## config.mk

```make
export PLATFORM = sky130hd
export DESIGN_NAME = threshold_state_with_backdated_edges_top_flat
export DESIGN_NICKNAME = d
export VERILOG_FILES = /design/src/sv/tsbe_pkg.sv /design/src/sv/tsbe_if.sv /design/src/sv/tsbe_cell.sv /design/src/sv/threshold_state_with_backdated_edges_top.sv /design/src/flat_wrapper.sv
export SDC_FILE = /design/constraint.sdc
export NUM_CORES = 1
export LEC_CHECK = 0
export ABC_AREA = 1
export BUFFER_PORTS_ARGS = -buffer_cell sky130_fd_sc_hd__buf_2
export CAP_MARGIN = 5
export CORE_MARGIN = 2
export CORE_UTILIZATION = 60
export CTS_CLUSTER_SIZE = 14
export DETAILED_ROUTE_END_ITERATION = 16
export HOLD_SLACK_MARGIN = 0.02
export PLACE_DENSITY = 0.81
export SYNTH_ARGS = -nofsm -noshare
export SYNTH_HDL_FRONTEND = slang
export SYNTH_SLANG_ARGS = --single-unit
```

## constraint.sdc

```tcl
create_clock -name clk -period 4.45 [get_ports clk]
set_input_delay 0.2225 -clock clk [delete_from_list [all_inputs] [get_ports clk]]
set_output_delay 0.2225 -clock clk [all_outputs]
set_load 0.02 [all_outputs]
```

## src/sv/tsbe_pkg.sv

```systemverilog
// Package for the threshold state block with backdated edges.
// Holds field widths, register indexes, the cell command and the control state type.
// No dependencies.
package tsbe_pkg;

    localparam int SAMPLE_W = 16;
    localparam int LEAD_W   = 4;
    localparam int CFG_IDX_W  = 2;
    localparam int CFG_DATA_W = 16;

    localparam logic [CFG_IDX_W-1:0] CFG_THRESHOLD = 2'd0;
    localparam logic [CFG_IDX_W-1:0] CFG_ON_LEAD   = 2'd1;
    localparam logic [CFG_IDX_W-1:0] CFG_OFF_LEAD  = 2'd2;

    typedef struct packed {
        logic update;
        logic rewrite;
        logic shift;
        logic append_val;
        logic fill_val;
    } tsbe_cell_cmd_t;

    typedef enum logic {
        ST_RUN,
        ST_DRAIN
    } tsbe_state_t;

endpackage

```

## src/sv/tsbe_if.sv

```systemverilog
// Item channel interfaces for the threshold state block: samples in, flags out.
// Depends on tsbe_pkg for field widths.
interface tsbe_in_if;
    logic                                valid;
    logic                                ready;
    logic signed [tsbe_pkg::SAMPLE_W-1:0] sample;
    logic                                end_of_run;

    modport source (output valid, output sample, output end_of_run, input ready);
    modport sink   (input valid, input sample, input end_of_run, output ready);
endinterface

interface tsbe_out_if;
    logic valid;
    logic ready;
    logic active;
    logic final_res;

    modport source (output valid, output active, output final_res, input ready);
    modport sink   (input valid, input active, input final_res, output ready);
endinterface

```

## src/sv/tsbe_cell.sv

```systemverilog
// One cell of the flag window: holds one flag, applies append and rewrite, shifts left.
// Depends on tsbe_pkg for the cell command struct.
module tsbe_cell #(
    parameter int DEPTH = 16,
    parameter int IDX   = 0,
    parameter int CW    = $clog2(DEPTH + 1)
) (
    input  logic                    clk,
    input  tsbe_pkg::tsbe_cell_cmd_t cmd,
    input  logic [CW-1:0]           held,
    input  logic [CW-1:0]           lo,
    input  logic                    right_in,
    output logic                    upd
);

    localparam logic [CW-1:0] IDX_V = CW'(IDX);

    logic flag_reg;
    logic flag_next;

    always_comb
    begin
        upd = flag_reg;
        if (cmd.update)
        begin
            if (held == IDX_V)
            begin
                upd = cmd.append_val;
            end
            if (cmd.rewrite && (lo <= IDX_V) && (IDX_V <= held))
            begin
                upd = cmd.fill_val;
            end
        end
        flag_next = cmd.shift ? right_in : upd;
    end

    always_ff @(posedge clk)
    begin
        flag_reg <= flag_next;
    end

endmodule

```

## src/sv/threshold_state_with_backdated_edges_top.sv

```systemverilog
// Top level of the threshold state block with backdated edges.
// Depends on tsbe_pkg, tsbe_in_if, tsbe_out_if and tsbe_cell.
//
// Each sample is taken while the output register is free: it is compared with
// the threshold, the previous state is appended as a flag to a row of DEPTH
// cells, and on a crossing the newest lead+1 flags are rewritten at once. A
// sample that fills the window loads the oldest flag into the output register
// at the same edge, so it shows on the flags port in the next cycle. A sample
// marked end_of_run starts a drain of all held flags (1 to DEPTH), one per
// cycle out of the oldest cell while the flags port is not stalled, and no
// sample is taken until the drain ends. An output register sits between the
// window and the flags port.
module threshold_state_with_backdated_edges_top #(
    parameter int DEPTH = 16
) (
    input  logic                               clk,
    input  logic                               rst_n,
    tsbe_in_if.sink                            samples,
    tsbe_out_if.source                         flags,
    input  logic                               wr_en,
    input  logic [tsbe_pkg::CFG_IDX_W-1:0]     wr_index,
    input  logic [tsbe_pkg::CFG_DATA_W-1:0]    wr_data
);

    localparam int CW = $clog2(DEPTH + 1);
    localparam int SW = ((CW > tsbe_pkg::LEAD_W + 1) ? CW : tsbe_pkg::LEAD_W + 1) + 1;
    localparam logic [CW-1:0] FULL_V = CW'(DEPTH);
    localparam logic [CW-1:0] ONE_V  = CW'(1);

    logic signed [tsbe_pkg::SAMPLE_W-1:0] threshold_reg;
    logic [tsbe_pkg::LEAD_W-1:0]          on_lead_reg;
    logic [tsbe_pkg::LEAD_W-1:0]          off_lead_reg;

    tsbe_pkg::tsbe_state_t state_reg;
    tsbe_pkg::tsbe_state_t state_next;
    logic [CW-1:0]         held_reg;
    logic [CW-1:0]         held_next;
    logic                  cur_state_reg;
    logic                  cur_state_next;

    logic out_valid_reg;
    logic out_valid_next;
    logic out_active_reg;
    logic out_active_next;
    logic out_final_reg;
    logic out_final_next;

    logic                     space;
    logic                     in_ready;
    logic                     drain_step;
    logic                     accept;
    logic                     above;
    logic                     st;
    logic [CW-1:0]            held_new;
    logic [tsbe_pkg::LEAD_W-1:0] lead;
    logic [SW-1:0]            span;
    logic [CW-1:0]            lo;
    logic                     emit_full;
    tsbe_pkg::tsbe_cell_cmd_t cmd;
    logic [DEPTH-1:0]         upd;

    // configuration registers
    always_ff @(posedge clk or negedge rst_n)
    begin
        if (!rst_n)
        begin
            threshold_reg <= '0;
            on_lead_reg   <= '0;
            off_lead_reg  <= '0;
        end
        else if (wr_en)
        begin
            unique case (wr_index)
                tsbe_pkg::CFG_THRESHOLD: threshold_reg <= $signed(wr_data);
                tsbe_pkg::CFG_ON_LEAD:   on_lead_reg   <= wr_data[tsbe_pkg::LEAD_W-1:0];
                tsbe_pkg::CFG_OFF_LEAD:  off_lead_reg  <= wr_data[tsbe_pkg::LEAD_W-1:0];
                default: ;
            endcase
        end
    end

    assign space = !out_valid_reg || flags.ready;

    // control outputs
    always_comb
    begin
        in_ready   = 1'b0;
        drain_step = 1'b0;
        unique case (state_reg)
            tsbe_pkg::ST_RUN:   in_ready   = space;
            tsbe_pkg::ST_DRAIN: drain_step = space;
            default: ;
        endcase
    end

    // next state
    always_comb
    begin
        state_next = state_reg;
        unique case (state_reg)
            tsbe_pkg::ST_RUN:
            begin
                if (accept && samples.end_of_run)
                begin
                    state_next = tsbe_pkg::ST_DRAIN;
                end
            end
            tsbe_pkg::ST_DRAIN:
            begin
                if (drain_step && (held_reg == ONE_V))
                begin
                    state_next = tsbe_pkg::ST_RUN;
                end
            end
            default: state_next = tsbe_pkg::ST_RUN;
        endcase
    end

    assign samples.ready = in_ready;
    assign accept        = samples.valid && in_ready;

    // datapath control
    always_comb
    begin
        above    = samples.sample >= threshold_reg;
        st       = (held_reg == '0) ? above : cur_state_reg;
        held_new = held_reg + ONE_V;
        lead     = above ? on_lead_reg : off_lead_reg;
        span     = SW'(held_new) - SW'(lead) - SW'(1);
        lo       = span[SW-1] ? '0 : span[CW-1:0];
        emit_full = accept && !samples.end_of_run && (held_new == FULL_V);

        cmd.update     = accept;
        cmd.rewrite    = above != st;
        cmd.shift      = emit_full || drain_step;
        cmd.append_val = st;
        cmd.fill_val   = above;

        held_next      = held_reg;
        cur_state_next = cur_state_reg;
        if (accept)
        begin
            cur_state_next = above;
            held_next      = emit_full ? FULL_V - ONE_V : held_new;
        end
        else if (drain_step)
        begin
            held_next = held_reg - ONE_V;
        end

        out_valid_next  = out_valid_reg && !flags.ready;
        out_active_next = out_active_reg;
        out_final_next  = out_final_reg;
        if (emit_full || drain_step)
        begin
            out_valid_next  = 1'b1;
            out_active_next = upd[0];
            out_final_next  = drain_step && (held_reg == ONE_V);
        end
    end

    // flag window
    for (genvar i = 0; i < DEPTH; i++)
    begin : g_cell
        logic right;
        if (i == DEPTH - 1)
        begin : g_end
            assign right = 1'b0;
        end
        else
        begin : g_mid
            assign right = upd[i+1];
        end

        tsbe_cell #(
            .DEPTH (DEPTH),
            .IDX   (i),
            .CW    (CW)
        ) u_cell (
            .clk      (clk),
            .cmd      (cmd),
            .held     (held_reg),
            .lo       (lo),
            .right_in (right),
            .upd      (upd[i])
        );
    end

    always_ff @(posedge clk or negedge rst_n)
    begin
        if (!rst_n)
        begin
            state_reg     <= tsbe_pkg::ST_RUN;
            held_reg      <= '0;
            cur_state_reg <= 1'b0;
            out_valid_reg <= 1'b0;
        end
        else
        begin
            state_reg     <= state_next;
            held_reg      <= held_next;
            cur_state_reg <= cur_state_next;
            out_valid_reg <= out_valid_next;
        end
    end

    always_ff @(posedge clk)
    begin
        out_active_reg <= out_active_next;
        out_final_reg  <= out_final_next;
    end

    assign flags.valid     = out_valid_reg;
    assign flags.active    = out_active_reg;
    assign flags.final_res = out_final_reg;

    a_run_not_full: assert property (@(posedge clk) disable iff (!rst_n)
        (state_reg == tsbe_pkg::ST_RUN) |-> (held_reg < FULL_V))
        else $error("window full while taking samples");

    a_drain_nonempty: assert property (@(posedge clk) disable iff (!rst_n)
        (state_reg == tsbe_pkg::ST_DRAIN) |-> (held_reg != '0))
        else $error("drain with empty window");

    a_drain_end: assert property (@(posedge clk) disable iff (!rst_n)
        (drain_step && (held_reg == ONE_V)) |=>
        ((state_reg == tsbe_pkg::ST_RUN) && (held_reg == '0) && out_valid_reg && out_final_reg))
        else $error("drain did not end with the final item");

endmodule

```

## src/flat_wrapper.sv

```systemverilog
// flat-port wrapper written by rule: the top's interface ports become plain ports
module threshold_state_with_backdated_edges_top_flat 
#(
    parameter int DEPTH = 16
)
  (clk, rst_n, wr_en, wr_index, wr_data, samples_valid, samples_sample, samples_end_of_run, samples_ready, flags_valid, flags_active, flags_final_res, flags_ready);
  tsbe_in_if samples_i ();
  tsbe_out_if flags_i ();
  input  logic clk;
  input  logic rst_n;
  input  logic wr_en;
  input  logic [tsbe_pkg::CFG_IDX_W-1:0] wr_index;
  input  logic [tsbe_pkg::CFG_DATA_W-1:0] wr_data;
  input wire logic [$bits(samples_i.valid)-1:0] samples_valid;
  input wire logic [$bits(samples_i.sample)-1:0] samples_sample;
  input wire logic [$bits(samples_i.end_of_run)-1:0] samples_end_of_run;
  output wire logic [$bits(samples_i.ready)-1:0] samples_ready;
  output wire logic [$bits(flags_i.valid)-1:0] flags_valid;
  output wire logic [$bits(flags_i.active)-1:0] flags_active;
  output wire logic [$bits(flags_i.final_res)-1:0] flags_final_res;
  input wire logic [$bits(flags_i.ready)-1:0] flags_ready;
  assign samples_i.valid = samples_valid;
  assign samples_i.sample = samples_sample;
  assign samples_i.end_of_run = samples_end_of_run;
  assign samples_ready = samples_i.ready;
  assign flags_valid = flags_i.valid;
  assign flags_active = flags_i.active;
  assign flags_final_res = flags_i.final_res;
  assign flags_i.ready = flags_ready;
  threshold_state_with_backdated_edges_top #(.DEPTH(DEPTH)) u_core (.clk(clk), .rst_n(rst_n), .samples(samples_i), .flags(flags_i), .wr_en(wr_en), .wr_index(wr_index), .wr_data(wr_data));
endmodule
```

==> results.sh <==
export IMPL_grt_pass1_wl_mm=17.5
export IMPL_yosysUniqueCellTypes=45
export IMPL_final_hold_violation_count=0
export IMPL_peakVddDrop_mv=0.457
export IMPL_synth_yosys_warnings=0
export IMPL_hp_class="input pin to register"
export IMPL_clockBufferDepth=2
export IMPL_initialDrtViolationCount=326
export IMPL_antenna_cells=0
export IMPL_arrival_ps=4290
export IMPL_synth_area_sq_um=4140
export IMPL_antenna_found_initial=0
export IMPL_dieArea_sq_um=7590
export IMPL_synth_nets=684
export IMPL_worst_setup_path_start_kind="register"
export IMPL_maxCapViolCount=0
export IMPL_relSlewSlack_pct=28.0
export IMPL_synth_edf_count=2
export IMPL_core_area_sq_um=6760
export IMPL_fmax_ghz=0.245
export IMPL_synth_async_sr_flop_share_pct=64.0
export IMPL_numClockSinks=50
export IMPL_wl_mm=10.4
export IMPL_path_delay_family="simple AND/OR/NAND/NOR gates"
export IMPL_core_rowCount=30
export IMPL_period_minus_slack_ps=4070
export IMPL_period_share_pct=91.5
export IMPL_critical_path_buf_inv_count=3
export IMPL_grt_pass1_vias=3875
export IMPL_vias_per_cell=5.55
export IMPL_fp_dieH_um=87.1
export IMPL_antenna_left=0
export IMPL_cts_resized=0
export IMPL_start_util_pct=61.3
export IMPL_crit_path_end_kind="register"
export IMPL_place_congestion=0.950
export IMPL_avgSynthCellArea_sq_um=6.73
export IMPL_vias=4062
export IMPL_ctsRootBufferMaster="clkbuf_8"
export IMPL_path_max_fanout=10
export IMPL_final_net_count=719
export IMPL_io_pins=44
export IMPL_synth_ff_type="dfrtp_1"
export IMPL_power_density_nw_per_um2=783
export IMPL_status="finished clean"
export IMPL_synth_top_area_share_pct=19.3
export IMPL_cts_tree="yes"
export IMPL_drc_errors=0
export IMPL_crit_slowest_cell="xnor2_1"
export IMPL_clkTransAtPathRegs_ps=100
export IMPL_synth_seq_cells=50
export IMPL_path_cells="inv_1, ha_1, nand2_1, inv_2, nand3_2, nor2_2, nand2_1, nand2_1, nand2_2, nand3_4, mux2i_1, ha_1, inv_1, fa_1, xnor2_1, nand3_2, o21ai_0, nor2_1, nand3_2, nand3_1, nand2_1, nand2_1, nand2_1, nand2_1"
export IMPL_worst_slew_pin_slew_ps=1080
export IMPL_insertion_delay_ps=320
export IMPL_grt_setup_unrepaired="no"
export IMPL_ys_seq_area_share_pct=28.5
export IMPL_cpPeakStageDelay_ps=500
export IMPL_drtPass1Iterations=5
export IMPL_critPathRequiredTime_ps=4670
export IMPL_grt_max_degree=42
export IMPL_port_buffers=43
export IMPL_synthTopCellsByArea="dfrtp_1, nand2_1, ha_1"
export IMPL_utilization_pct=65.9
export IMPL_wl_per_cell_um=14.2
export IMPL_yosys_area_top_type="dfrtp_1"
export IMPL_grt_util_all_layers_pct=29.1
export IMPL_syn2layout_area_growth_pct=7.43
export IMPL_final_layout_size_suffix_gt1_share_pct=14.6
export IMPL_finalClockSkew_ps=8.50
export IMPL_setup_viol=0
export IMPL_die_w_um=87.1
export IMPL_grt_overflow_total=0
export IMPL_place_hpwl_mm=7.83
export IMPL_synth_cells=616
export IMPL_crit_top_cell="nand2_1"
export IMPL_cts_buffers_inserted=5
export IMPL_slew_viol_final=0
export IMPL_fin_setup_tns_ps=0
export IMPL_worstSetupPathType="register to register"
export IMPL_cellLeakagePower_nw=2.45
export IMPL_htreeDepth=2
==> metal layers <==
metal / global-route usage (%) / up-vias / routed length [um] / part of all wire (%)
li1: - / 2037 / - / -
met1: 38.4 / 1863 / 4630 / 44
met2: 48.4 / 148 / 5050 / 48
met3: 5.21 / 14 / 609 / 5.8
met4: 9.23 / 0 / 130 / 1.2
met5: 0 / - / 0 / 0
==> Yosys cell counts, types with 2 or more instances <==
cell type    n
nand2_1    199
inv_1       77
nor2_1      67
a21oi_1     40
nand3_1     37
dfrtp_1     32
o21ai_0     31
ha_1        27
nand3_2     18
dfxtp_1     16
clkbuf_1     7
nor3_1       6
nand2_4      5
buf_6        4
mux2i_1      4
buf_4        3
nand2_2      3
nand3_4      3
nor2_4       3
a32oi_1      2
buf_2        2
edfxtp_1     2
inv_2        2
inv_4        2
nand4_1      2
nor2_8       2
o211ai_1     2
==> path summary, 6_finish.rpt <==
kind / start / depth (start not counted) / slack (ps) / end
max in group asynchronous: rst_n / 2 / 3460 / u_core.held_reg[2]$_DFFE_PN0P_
worst max register to register: u_core.threshold_reg[15]$_DFFE_PN0P_ / 24 / 380 / u_core.g_cell[13].u_cell.flag_reg$_DFF_P_
min in group asynchronous: rst_n / 2 / 530 / u_core.threshold_reg[1]$_DFFE_PN0P_
worst max-delay path: u_core.threshold_reg[15]$_DFFE_PN0P_ / 24 / 380 / u_core.g_cell[13].u_cell.flag_reg$_DFF_P_
worst min register to register: u_core.threshold_reg[1]$_DFFE_PN0P_ / 2 / 500 / u_core.threshold_reg[1]$_DFFE_PN0P_
worst min-delay path: wr_data[14] / 3 / 140 / u_core.threshold_reg[14]$_DFFE_PN0P_
==> cell type report <==
type	instances	area, sq um
clock buffer	6	82.6
clock inverter	2	16.3
fill	630	2300
inverter	83	318
multi-input combinational	466	2520
sequential	50	1180
tap	80	100
timing repair buffer	45	233
==> report_power, final <==
part | switching (mW) | leakage, nW | internal [mW] | total, mW
clock | 0.169 | 0.0478 | 0.128 | 0.297
combinational | 1.68 | 1.88 | 0.802 | 2.48
sequential | 0.127 | 0.521 | 0.581 | 0.709
total | 1.97 | 2.45 | 1.51 | 3.48
==> placed cells by master (no fill, tap or decap), drive strengths merged, types with 3 or more instances in the layout <==
cell    Yosys  final
nand2     207    207
ha         27     27
dfxtp      16     16
a21oi      40     40
nor2       73     73
buf        10     44
nor3        6      6
inv        81     82
nand3      58     58
clkbuf      7      6
nand4       3      3
o21ai      33     33
dfrtp      32     32
mux2i       4      4
==> worst reg2reg max path, stage by stage, from the launching register on <==
cell,delay (ps)
dfrtp_1,330
inv_1,50
ha_1,350
nand2_1,90
inv_2,70
nand3_2,70
nor2_2,140
nand2_1,90
nand2_1,80
nand2_2,80
nand3_4,180
mux2i_1,300
ha_1,210
inv_1,70
fa_1,390
xnor2_1,500
nand3_2,170
o21ai_0,270
nor2_1,110
nand3_2,80
nand3_1,70
nand2_1,60
nand2_1,60
nand2_1,80
nand2_1,70
==> cell families after synthesis <==
| family | synth area share [%] |
|---|---|
| compound gates | 11.0 |
| xor+xnor | 0.423 |
| fa+ha+maj | 8.64 |
| buf+inv | 10.7 |
| flops | 28.5 |
| mux | 0.966 |
| simple gates | 39.8 |
==> metrics by stage <==
| step | setup WS [ps] | cells | hold WS (ps) | power [mW] | area, sq um |
|---|---|---|---|---|---|
| after CTS | 443 | 732 | 136 | 3.42 | 4450 |
| final | 376 | 732 | 141 | 3.48 | 4450 |
| after global placement | 564 | 723 | 314 | 3.04 | 4340 |
| after floorplan | 1080 | 616 | -73.1 | 2.65 | 4140 |
| after detailed placement | 474 | 723 | 316 | 3.12 | 4340 |
| after global routing | 0.0298 | 732 | 164 | 3.80 | 4450 |
==> what timing repair did <==
action / CTS / global route
setup buffers: 0 / 0
hold endpoints to repair: 32 / 0
hold buffers: 1 / 0
No activity file was read; power rests on OpenSTA's default activity.
